--- src/rtl/bcv_pkg.sv ---
// Shared types, constants and the CRC-32 byte update for the block CRC verifier.
// No dependencies.
package bcv_pkg;

    localparam int unsigned LEN_W = 17;

    localparam logic [31:0]      CRC_POLY         = 32'hEDB8_8320;
    localparam logic [31:0]      CRC_INIT         = 32'hFFFF_FFFF;
    localparam logic [LEN_W-1:0] BLOCK_SIZE_RESET = 17'd16384;
    localparam logic [LEN_W-1:0] MAX_BLOCK_BYTES  = 17'd65536;

    typedef struct packed {
        logic        has_byte;
        logic [7:0]  data_byte;
        logic        end_of_file;
        logic [31:0] expected_crc;
    } t_in_req;

    typedef struct packed {
        logic [31:0]      block_offset;
        logic [LEN_W-1:0] block_length;
        logic [31:0]      computed_crc;
        logic             mismatch;
        logic             last_block;
    } t_out_req;

    // Reflected CRC-32 update by one byte, LSB first.
    function automatic logic [31:0] crc32_byte(input logic [31:0] crc, input logic [7:0] data);
        logic [31:0] c;
        c = crc ^ {24'd0, data};
        for (int i = 0; i < 8; i++) begin
            c = c[0] ? ((c >> 1) ^ CRC_POLY) : (c >> 1);
        end
        return c;
    endfunction

endpackage

--- src/rtl/bcv_in_reg.sv ---
// Input register stage of the block CRC verifier.
// Depends on bcv_pkg for the request type.
module bcv_in_reg
    import bcv_pkg::*;
(
    input  logic    i_clk,
    input  logic    i_rst_n,
    input  logic    i_in_valid,
    output logic    o_in_ready,
    input  t_in_req i_in_req,
    input  logic    i_advance,
    output logic    o_valid,
    output t_in_req o_req
);

    logic    r_valid;
    t_in_req r_req;

    // Take a new request whenever the held one is empty or moving on.
    assign o_in_ready = !r_valid || i_advance;

    always_ff @(posedge i_clk) begin
        if (!i_rst_n) begin
            r_valid <= 1'b0;
        end else if (o_in_ready) begin
            r_valid <= i_in_valid;
        end
    end

    always_ff @(posedge i_clk) begin
        if (i_in_valid && o_in_ready) begin
            r_req <= i_in_req;
        end
    end

    assign o_valid = r_valid;
    assign o_req   = r_req;

endmodule

--- src/rtl/bcv_core.sv ---
// Block state, CRC update and result register of the block CRC verifier.
// Depends on bcv_pkg for types, constants and crc32_byte.
module bcv_core
    import bcv_pkg::*;
(
    input  logic             i_clk,
    input  logic             i_rst_n,
    input  logic             i_cfg_we,
    input  logic [LEN_W-1:0] i_cfg_wdata,
    input  logic             i_valid,
    input  t_in_req          i_req,
    output logic             o_advance,
    output logic             o_out_valid,
    input  logic             i_out_ready,
    output t_out_req         o_out_req
);

    logic [LEN_W-1:0] r_block_size;
    logic [31:0]      r_crc, n_crc;
    logic [LEN_W-1:0] r_count, n_count;
    logic [31:0]      r_start, n_start;
    logic             r_out_valid, n_out_valid;
    t_out_req         r_out, n_out;

    logic [LEN_W-1:0] eff_size;
    logic [31:0]      crc_upd;
    logic [LEN_W-1:0] count_inc;
    logic             fire;
    logic             emit;

    assign o_advance = !r_out_valid || i_out_ready;
    assign fire      = i_valid && o_advance;

    always_comb begin
        if (r_block_size == '0) begin
            eff_size = LEN_W'(1);
        end else if (r_block_size > MAX_BLOCK_BYTES) begin
            eff_size = MAX_BLOCK_BYTES;
        end else begin
            eff_size = r_block_size;
        end
    end

    assign crc_upd   = crc32_byte(r_crc, i_req.data_byte);
    assign count_inc = r_count + LEN_W'(1);

    always_comb begin
        n_crc   = r_crc;
        n_count = r_count;
        n_start = r_start;
        n_out   = r_out;
        emit    = 1'b0;
        if (fire) begin
            if (i_req.has_byte) begin
                n_crc   = crc_upd;
                n_count = count_inc;
                if (count_inc >= eff_size) begin
                    emit                = 1'b1;
                    n_out.block_offset  = r_start;
                    n_out.block_length  = count_inc;
                    n_out.computed_crc  = crc_upd ^ CRC_INIT;
                    n_out.mismatch      = (crc_upd ^ CRC_INIT) != i_req.expected_crc;
                    n_out.last_block    = 1'b0;
                    n_crc               = CRC_INIT;
                    n_count             = '0;
                    n_start             = r_start + {{(32-LEN_W){1'b0}}, count_inc};
                end
            end else if (i_req.end_of_file) begin
                emit                = 1'b1;
                n_out.block_offset  = r_start;
                n_out.block_length  = r_count;
                n_out.computed_crc  = r_crc ^ CRC_INIT;
                n_out.mismatch      = (r_crc ^ CRC_INIT) != i_req.expected_crc;
                n_out.last_block    = 1'b1;
                n_crc               = CRC_INIT;
                n_count             = '0;
                n_start             = '0;
            end
        end
        if (emit) begin
            n_out_valid = 1'b1;
        end else if (i_out_ready) begin
            n_out_valid = 1'b0;
        end else begin
            n_out_valid = r_out_valid;
        end
    end

    always_ff @(posedge i_clk) begin
        if (!i_rst_n) begin
            r_block_size <= BLOCK_SIZE_RESET;
            r_crc        <= CRC_INIT;
            r_count      <= '0;
            r_start      <= '0;
            r_out_valid  <= 1'b0;
        end else begin
            if (i_cfg_we) begin
                r_block_size <= i_cfg_wdata;
            end
            r_crc       <= n_crc;
            r_count     <= n_count;
            r_start     <= n_start;
            r_out_valid <= n_out_valid;
        end
    end

    always_ff @(posedge i_clk) begin
        r_out <= n_out;
    end

    assign o_out_valid = r_out_valid;
    assign o_out_req   = r_out;

endmodule

--- src/rtl/block_crc32_verifier_top.sv ---
// Top level of the block CRC-32 verifier.
// Depends on bcv_pkg, bcv_in_reg and bcv_core.
//
// Usage:
//   Input channel (i_in_valid / o_in_ready / i_in_req): one request per byte
//   of the file, or an end-of-file request with has_byte low. A request that
//   carries neither a byte nor end of file is dropped without a result.
//   Output channel (o_out_valid / i_out_ready / o_out_req): one request per
//   closed block with its offset, length, CRC-32, mismatch and last flags.
//   A block closes when it holds block_size bytes or at end of file.
//   Configuration: i_cfg_we / i_cfg_wdata write block_size; write only while
//   the block is idle. Zero acts as one, values above 65536 saturate.
// Throughput and path:
//   One request per cycle sustained while results are taken; a result
//   passes the input register first, then the result register.
//   The per-byte CRC update is a bitwise shift-and-xor loop between them.
// Reset:
//   Synchronous, active low. Block size returns to 16384, the CRC to all
//   ones, count and offset to zero; both registers empty.
// Stall:
//   While a result waits on i_out_ready the input register holds one more
//   request, then o_in_ready drops until the result is taken.
module block_crc32_verifier_top
    import bcv_pkg::*;
(
    input  logic             i_clk,
    input  logic             i_rst_n,
    input  logic             i_in_valid,
    output logic             o_in_ready,
    input  t_in_req          i_in_req,
    output logic             o_out_valid,
    input  logic             i_out_ready,
    output t_out_req         o_out_req,
    input  logic             i_cfg_we,
    input  logic [LEN_W-1:0] i_cfg_wdata
);

    // Handoff between the input register and the block logic.
    logic    stage_valid;
    t_in_req stage_req;
    logic    stage_advance;

    // Register the accepted request and hold it until the block logic advances.
    bcv_in_reg u_in_reg (
        .i_clk      (i_clk),
        .i_rst_n    (i_rst_n),
        .i_in_valid (i_in_valid),
        .o_in_ready (o_in_ready),
        .i_in_req   (i_in_req),
        .i_advance  (stage_advance),
        .o_valid    (stage_valid),
        .o_req      (stage_req)
    );

    // Advance the CRC and block counters, register any closed block.
    bcv_core u_core (
        .i_clk       (i_clk),
        .i_rst_n     (i_rst_n),
        .i_cfg_we    (i_cfg_we),
        .i_cfg_wdata (i_cfg_wdata),
        .i_valid     (stage_valid),
        .i_req       (stage_req),
        .o_advance   (stage_advance),
        .o_out_valid (o_out_valid),
        .i_out_ready (i_out_ready),
        .o_out_req   (o_out_req)
    );

endmodule

--- config.mk ---
export PLATFORM = sky130hd
export DESIGN_NAME = block_crc32_verifier_top
export DESIGN_NICKNAME = d
export VERILOG_FILES = /design/src/rtl/bcv_pkg.sv /design/src/rtl/bcv_in_reg.sv /design/src/rtl/bcv_core.sv /design/src/rtl/block_crc32_verifier_top.sv
export SDC_FILE = /design/constraint.sdc
export NUM_CORES = 1
export LEC_CHECK = 0
export ABC_CLOCK_PERIOD_IN_PS = 15100
export BUFFER_PORTS_ARGS = -buffer_cell sky130_fd_sc_hd__buf_2
export CAP_MARGIN = 5
export CORE_MARGIN = 2
export CORE_UTILIZATION = 33
export DETAILED_ROUTE_END_ITERATION = 8
export PLACE_DENSITY = 0.57
export SETUP_SLACK_MARGIN = 0.15
export SYNTH_ARGS = -nofsm -noshare
export SYNTH_HDL_FRONTEND = slang
export SYNTH_SLANG_ARGS = --single-unit
--- constraint.sdc ---
create_clock -name i_clk -period 15.1 [get_ports i_clk]
set_clock_uncertainty 0.05 [all_clocks]
set_input_delay 3.02 -clock i_clk [delete_from_list [all_inputs] [get_ports i_clk]]
set_output_delay 3.02 -clock i_clk [all_outputs]
set_load 0.02 [all_outputs]
### Yosys cells after proc, flatten, opt, wreduce, memory -nomap -nowiden

Cells that the tools add are included.

| word-level totals | value |
|---|---|
| bits in registers | 225 |
| output and inout port bits | 85 |
| bits of input ports | 64 |

| cells by class | value |
|---|---|
| reductions and logical operators | 11 |
| magnitude comparators | 2 |
| equality and inequality tests | 3 |
| mux-type cells | 28 |
| add/subtract/negate cells | 2 |
| bitwise operators | 11 |

Operators by type and width:

| kind | number |
|---|---|
| $mux W32 | 14 |
| $mux W83 | 3 |
| $not A13 Y14 | 8 |
| $mux W17 | 5 |
| $ne A32 B32 Y1 | 2 |
| $not A32 Y32 | 2 |
| $add A32 B17 Y32 | 1 |
| $xor A32 B8 Y32 | 1 |
| $add A17 B1 Y17 const B | 1 |
| $ge A17 B17 Y1 | 1 |
| $gt A17 B17 Y1 const B | 1 |
| $logic_not A17 Y1 | 1 |
| $mux W1 | 6 |
| $reduce_bool A2 Y1 | 2 |
| $reduce_and A3 Y1 | 1 |
| $logic_and A1 B1 Y1 | 2 |
| $logic_not A1 Y1 | 2 |
| $logic_or A1 B1 Y1 | 2 |
| $ne A2 B1 Y1 const B | 1 |
| $reduce_and A2 Y1 | 1 |

### Logic depth before layout (Yosys ltp)

| logic depth | value |
|---|---|
| depth in word-level cells | 21 |
| gate-level depth with buffers | 19 |
| mapped depth without buffers | 16 |

### By module

A second synthesis with hierarchy kept.

| second synthesis, totals | value |
|---|---|
| cells, all modules | 1033 |
| area total of the unflattened synthesis | 11472.3 µm² |

Modules (own cells, without submodules):

| module | area each (µm²) | cells each | sequential area each (µm²) | times used |
|---|---|---|---|---|
| bcv_core | 10153.5 | 986 | 4474.3 | 1 |
| bcv_in_reg | 1318.8 | 47 | 1281.2 | 1 |

### Least setup slack after synthesis

No wires, ideal clock.

| timing | value |
|---|---|
| path kind | flip-flop to flip-flop |
| start | register u_core.r_count[0] |
| end | register u_core.r_out (netlist bit u_core.o_out_req[0]), enable pin |
| path slack | 7343 ps |
| arrival | 7181 ps |
| data required time | 14524 ps |
| setup time | 526 ps |
| stages on the path, launching flop included | 19 |
| path buffers | 3 |
| cells stage by stage | dfxtp_1 ha_1 and3_1 and3_1 clkbuf_1 and3_1 and3_1 and3_1 clkbuf_1 nand3_1 xnor2_1 ha_1 nand2_1 nor4_1 o21ai_0 a21oi_1 clkbuf_1 nor2_1 nor2_1 |

| between the ends | value |
|---|---|
| cells in the longest elaborated chain, start to end | 4 |

RTL lines:

| what | RTL line | text |
|---|---|---|
| start: declaration | bcv_core.sv:20 | `logic [LEN_W-1:0] r_count, n_count;` |
| start signal: assignment | bcv_core.sv:101 | `r_count <= n_count;` |
| $add A17 B1 Y17 | bcv_core.sv:45 | `assign count_inc = r_count + LEN_W'(1);` |
| $ge A17 B17 Y1 | bcv_core.sv:57 | `if (count_inc >= eff_size) begin` |
| $ne A2 B1 Y1 (no line) | - |  |
| $reduce_and A3 Y1 (no line) | - |  |
| end signal: assignment | bcv_core.sv:108 | `r_out <= n_out;` |
| end: declaration | bcv_core.sv:23 | `t_out_req r_out, n_out;` |

Every way passes these cells.
A chain may end at the register's enable or synchronous reset.

### Final worst setup path

| timing | value |
|---|---|
| start | input port i_out_ready |
| end | output port o_in_ready |

| between the ends | value |
|---|---|
| cells in the longest elaborated chain, start to end | 2 |

RTL lines:

| what | RTL line | text |
|---|---|---|
| start: declaration | block_crc32_verifier_top.sv:32 | `input logic i_out_ready,` |
| $logic_or A1 B1 Y1 | bcv_core.sv:31 | `assign o_advance = !r_out_valid \|\| i_out_ready;` |
| $logic_or A1 B1 Y1 | bcv_in_reg.sv:20 | `assign o_in_ready = !r_valid \|\| i_advance;` |
| end: declaration | block_crc32_verifier_top.sv:29 | `output logic o_in_ready,` |

Every way passes these cells.

==> impl_metrics.json <==
{
  "max_freq_mhz": 148,
  "seqCellArea_um2": 5760,
  "maxUsedRoutingLayer": "met4",
  "post_drt_via_cell_ratio": 4.82,
  "met1_length_um": 12300,
  "worstMarginPinSlew_ns": 1.15,
  "synth_cell_type_count": 62,
  "die_w_um": 187,
  "rsz0062_at_grt": "no",
  "most-common-layout-cells": "buf_2 (148), edfxtp_1 (125), nand2_1 (109)",
  "slew_violations": 0,
  "yosys_warnings": 0,
  "hold_violations": 0,
  "worstPathArrival_ns": 3.70,
  "r2r_end": "u_core.o_out_req[0]",
  "leakage_nw": 5.47,
  "antenna_found_initial": 1,
  "ctsResizeCount": 0,
  "reg2reg_from": "u_core.r_count[0]",
  "setup_ws_ns": 8.33,
  "yosysTopAreaCellShare_pct": 33.9,
  "worstHoldPathCells": 0,
  "syn_area_per_cell_um2": 11.5,
  "p_sw_share_pct": 31.8,
  "wl_um": 27600,
  "hold_class": "flop to flop",
  "cts_tree": "done",
  "numCtsBuffers": 26,
  "synth-edff-count": 125,
  "synth_seq_area_share_pct": 52.1,
  "reg2reg_slack_ns": 9.24,
  "nFillCells": 3243,
  "netlist_area_um2": 11100,
  "drtIter0Drc": 603,
  "outcome": "finished clean",
  "drc": 0,
  "drt-pass1-iter-count": 5,
  "hold_path_end": "u_core.o_out_req[82]",
  "met2_length_um": 13300,
  "die-area_um2": 35000,
  "async_reset_ff_share_pct": 0,
  "yosys.area.top_type": "edfxtp_1",
  "gp_congestion": 0.838,
  "start_kind": "input port",
  "grt_pass1_vias": 7574,
  "p_total_mw": 1.91,
  "routedWlPerCell_um": 17.5,
  "clk_latency_ns": 0.53,
  "dp_slack_ns": 8.35,
  "pwr-share-clk_pct": 33.6,
  "fin_crit_ns": 6.77,
  "required_ns": 12.03,
  "power_density_nw_per_um2": 145,
  "finalSetupViolations": 0,
  "fp-row-count": 67,
  "multi_input_area_um2": 5070,
  "ant_nets": 0,
  "grt_pass1_wl_um": 43100,
  "cts_setup_buffers": 0,
  "clock_sinks": 225,
  "crit_type": "input port to primary output",
  "vdd_drop_max_mv": 0.0903,
  "synthesis.nets": 1063,
  "io_pins": 149,
  "synth_flop_cell": "edfxtp_1",
  "clockBufferDepth": 3,
  "hold_start": "u_core.r_start[31]",
  "grt_overflow_total": 0,
  "htreeDepth": 1,
  "coreArea_um2": 33300,
  "cts.clk_slew.worst_paths_ns": 0.06,
  "syn_to_final_growth_pct": 18.9,
  "p_int_mw": 1.30,
  "dpl.hpwl_um": 19600,
  "wl_met3_um": 1160,
  "grt_max_degree": 55,
  "max_cap_viol_count": 0,
  "drive_above_1_share_pct": 20.4,
  "synthTopCellsByArea": "edfxtp_1 (34%), dfxtp_1 (18%), xnor2_1 (6.5%)",
  "reg2regPathDepth": 17,
  "gr-usage-all-layers_pct": 15.6,
  "cts_root_buf": "clkbuf_16",
  "comb_power_share_pct": 27.5,
  "cts_hold_buf": 0,
  "initial_core_util_pct": 33.2,
  "endpoint_kind": "primary output",
  "final_common_cell": "buf_2",
  "switchingPower_mw": 0.606,
  "nets": 1211,
  "ys_ff_latch": 225,
  "period_share_pct": 44.8,
  "cp_max_fo": 5,
  "io_buffers": 148,
  "p_seq_share_pct": 38.9,
  "setup-tns-final_ns": 0,
  "slew_headroom_pct": 23.0,
  "die_y_um": 187,
  "routed-via-count": 7618,
  "synthCells": 963
}
## sequential cells by signal (all words and copies together) (netlist names)
register             cells
u_core.o_out_req        83
u_in_reg.o_req          42
u_core.r_crc            32
u_core.r_start          32
u_core.r_block_size     17
u_core.r_count          17
u_core.o_out_valid       1
u_in_reg.o_valid         1
## critical path: stages
cell and delay, ns:
buf_2 0.09, nor2b_1 0.29, nand2_1 0.12, buf_2 0.17
## cell usage after synthesis (all sizes together) (2+ instances only)
library cell and instances:
nand2b 8, o2111ai 8, dfxtp 100, a221oi 6, mux2i 39, or2 2
o21bai 2, nor2 34, a21boi 3, and2 4, a21o 20, o41ai 2
o21a 7, or3 10, a211oi 2, nand4 13, o211ai 15, buf 6
nor3 6, nor3b 5, nand3 30, inv 19, nor2b 26, edfxtp 125
a22o 19, o221ai 2, a22oi 2, a2111oi 2, nor4 9, xor2 49
o31ai 6, xnor2 101, nand2 109, a31oi 10, ha 35, a21oi 38
clkbuf 31, o21ai 27, and3 19
## layout make-up
| type | instances | share of cell area, % |
|---|---|---|
| inverter | 19 | 0.543 |
| multi-input combinational | 682 | 38.6 |
| tap | 448 | 4.27 |
| clock buffer | 34 | 5.42 |
| timing repair buffer | 157 | 6.15 |
| sequential | 225 | 43.8 |
| antenna | 1 | 0.0190 |
| clock inverter | 14 | 1.21 |
## cells by family after synthesis
group	share of synthesized area (%)
and+or+nand+nor	12.2
DFF	52.1
AOI/OAI and AO/OA	11.2
xor gates and xnor gates	14.4
buffers and inverters	2.30
muxes	3.70
adders and majority gates	4.14
## how the worst max path moves through the flow
stage / startpoint / to / slack [ns] / depth (start not counted)
final: i_out_ready / o_in_ready / 8.33 / 4
after global routing: i_out_ready / o_in_ready / 8.26 / 4
after CTS: i_out_ready / o_in_ready / 8.35 / 4
after detailed placement: i_out_ready / o_in_ready / 8.35 / 4
after global placement: i_out_ready / o_in_ready / 8.37 / 4
after floorplan: u_core.r_count[0] / u_core.o_out_req[0] / 7.34 / 18
## power groups by stage
stage / Clock [mW] / Sequential, mW / Combinational, mW
2_1_floorplan: 0 / 0.756 / 0.390
3_3_place_gp: 0 / 0.754 / 0.524
3_5_place_dp: 0 / 0.754 / 0.525
4_1_cts: 0.659 / 0.742 / 0.531
5_1_grt: 0.681 / 0.747 / 0.574
6_report: 0.642 / 0.742 / 0.525
## routing by layer
metal,global-route usage (%),vias up
li1,-,3803
met3,2.35,47
met1,20.1,3571
met2,26.8,197
met4,5.07,0
met5,0,-
## stage by stage
stage               instances  util, %  hold WS, ns  area [um2]
floorplan                 963        -        0.372       11100
CTS                      1579     39.5        0.405       13100
global placement         1531     36.9        0.382       12300
finish                   1580     39.5        0.402       13100
global route             1580     39.5        0.435       13100
detailed placement       1531     36.9        0.394       12300
(Power assumes the default switching activity.)
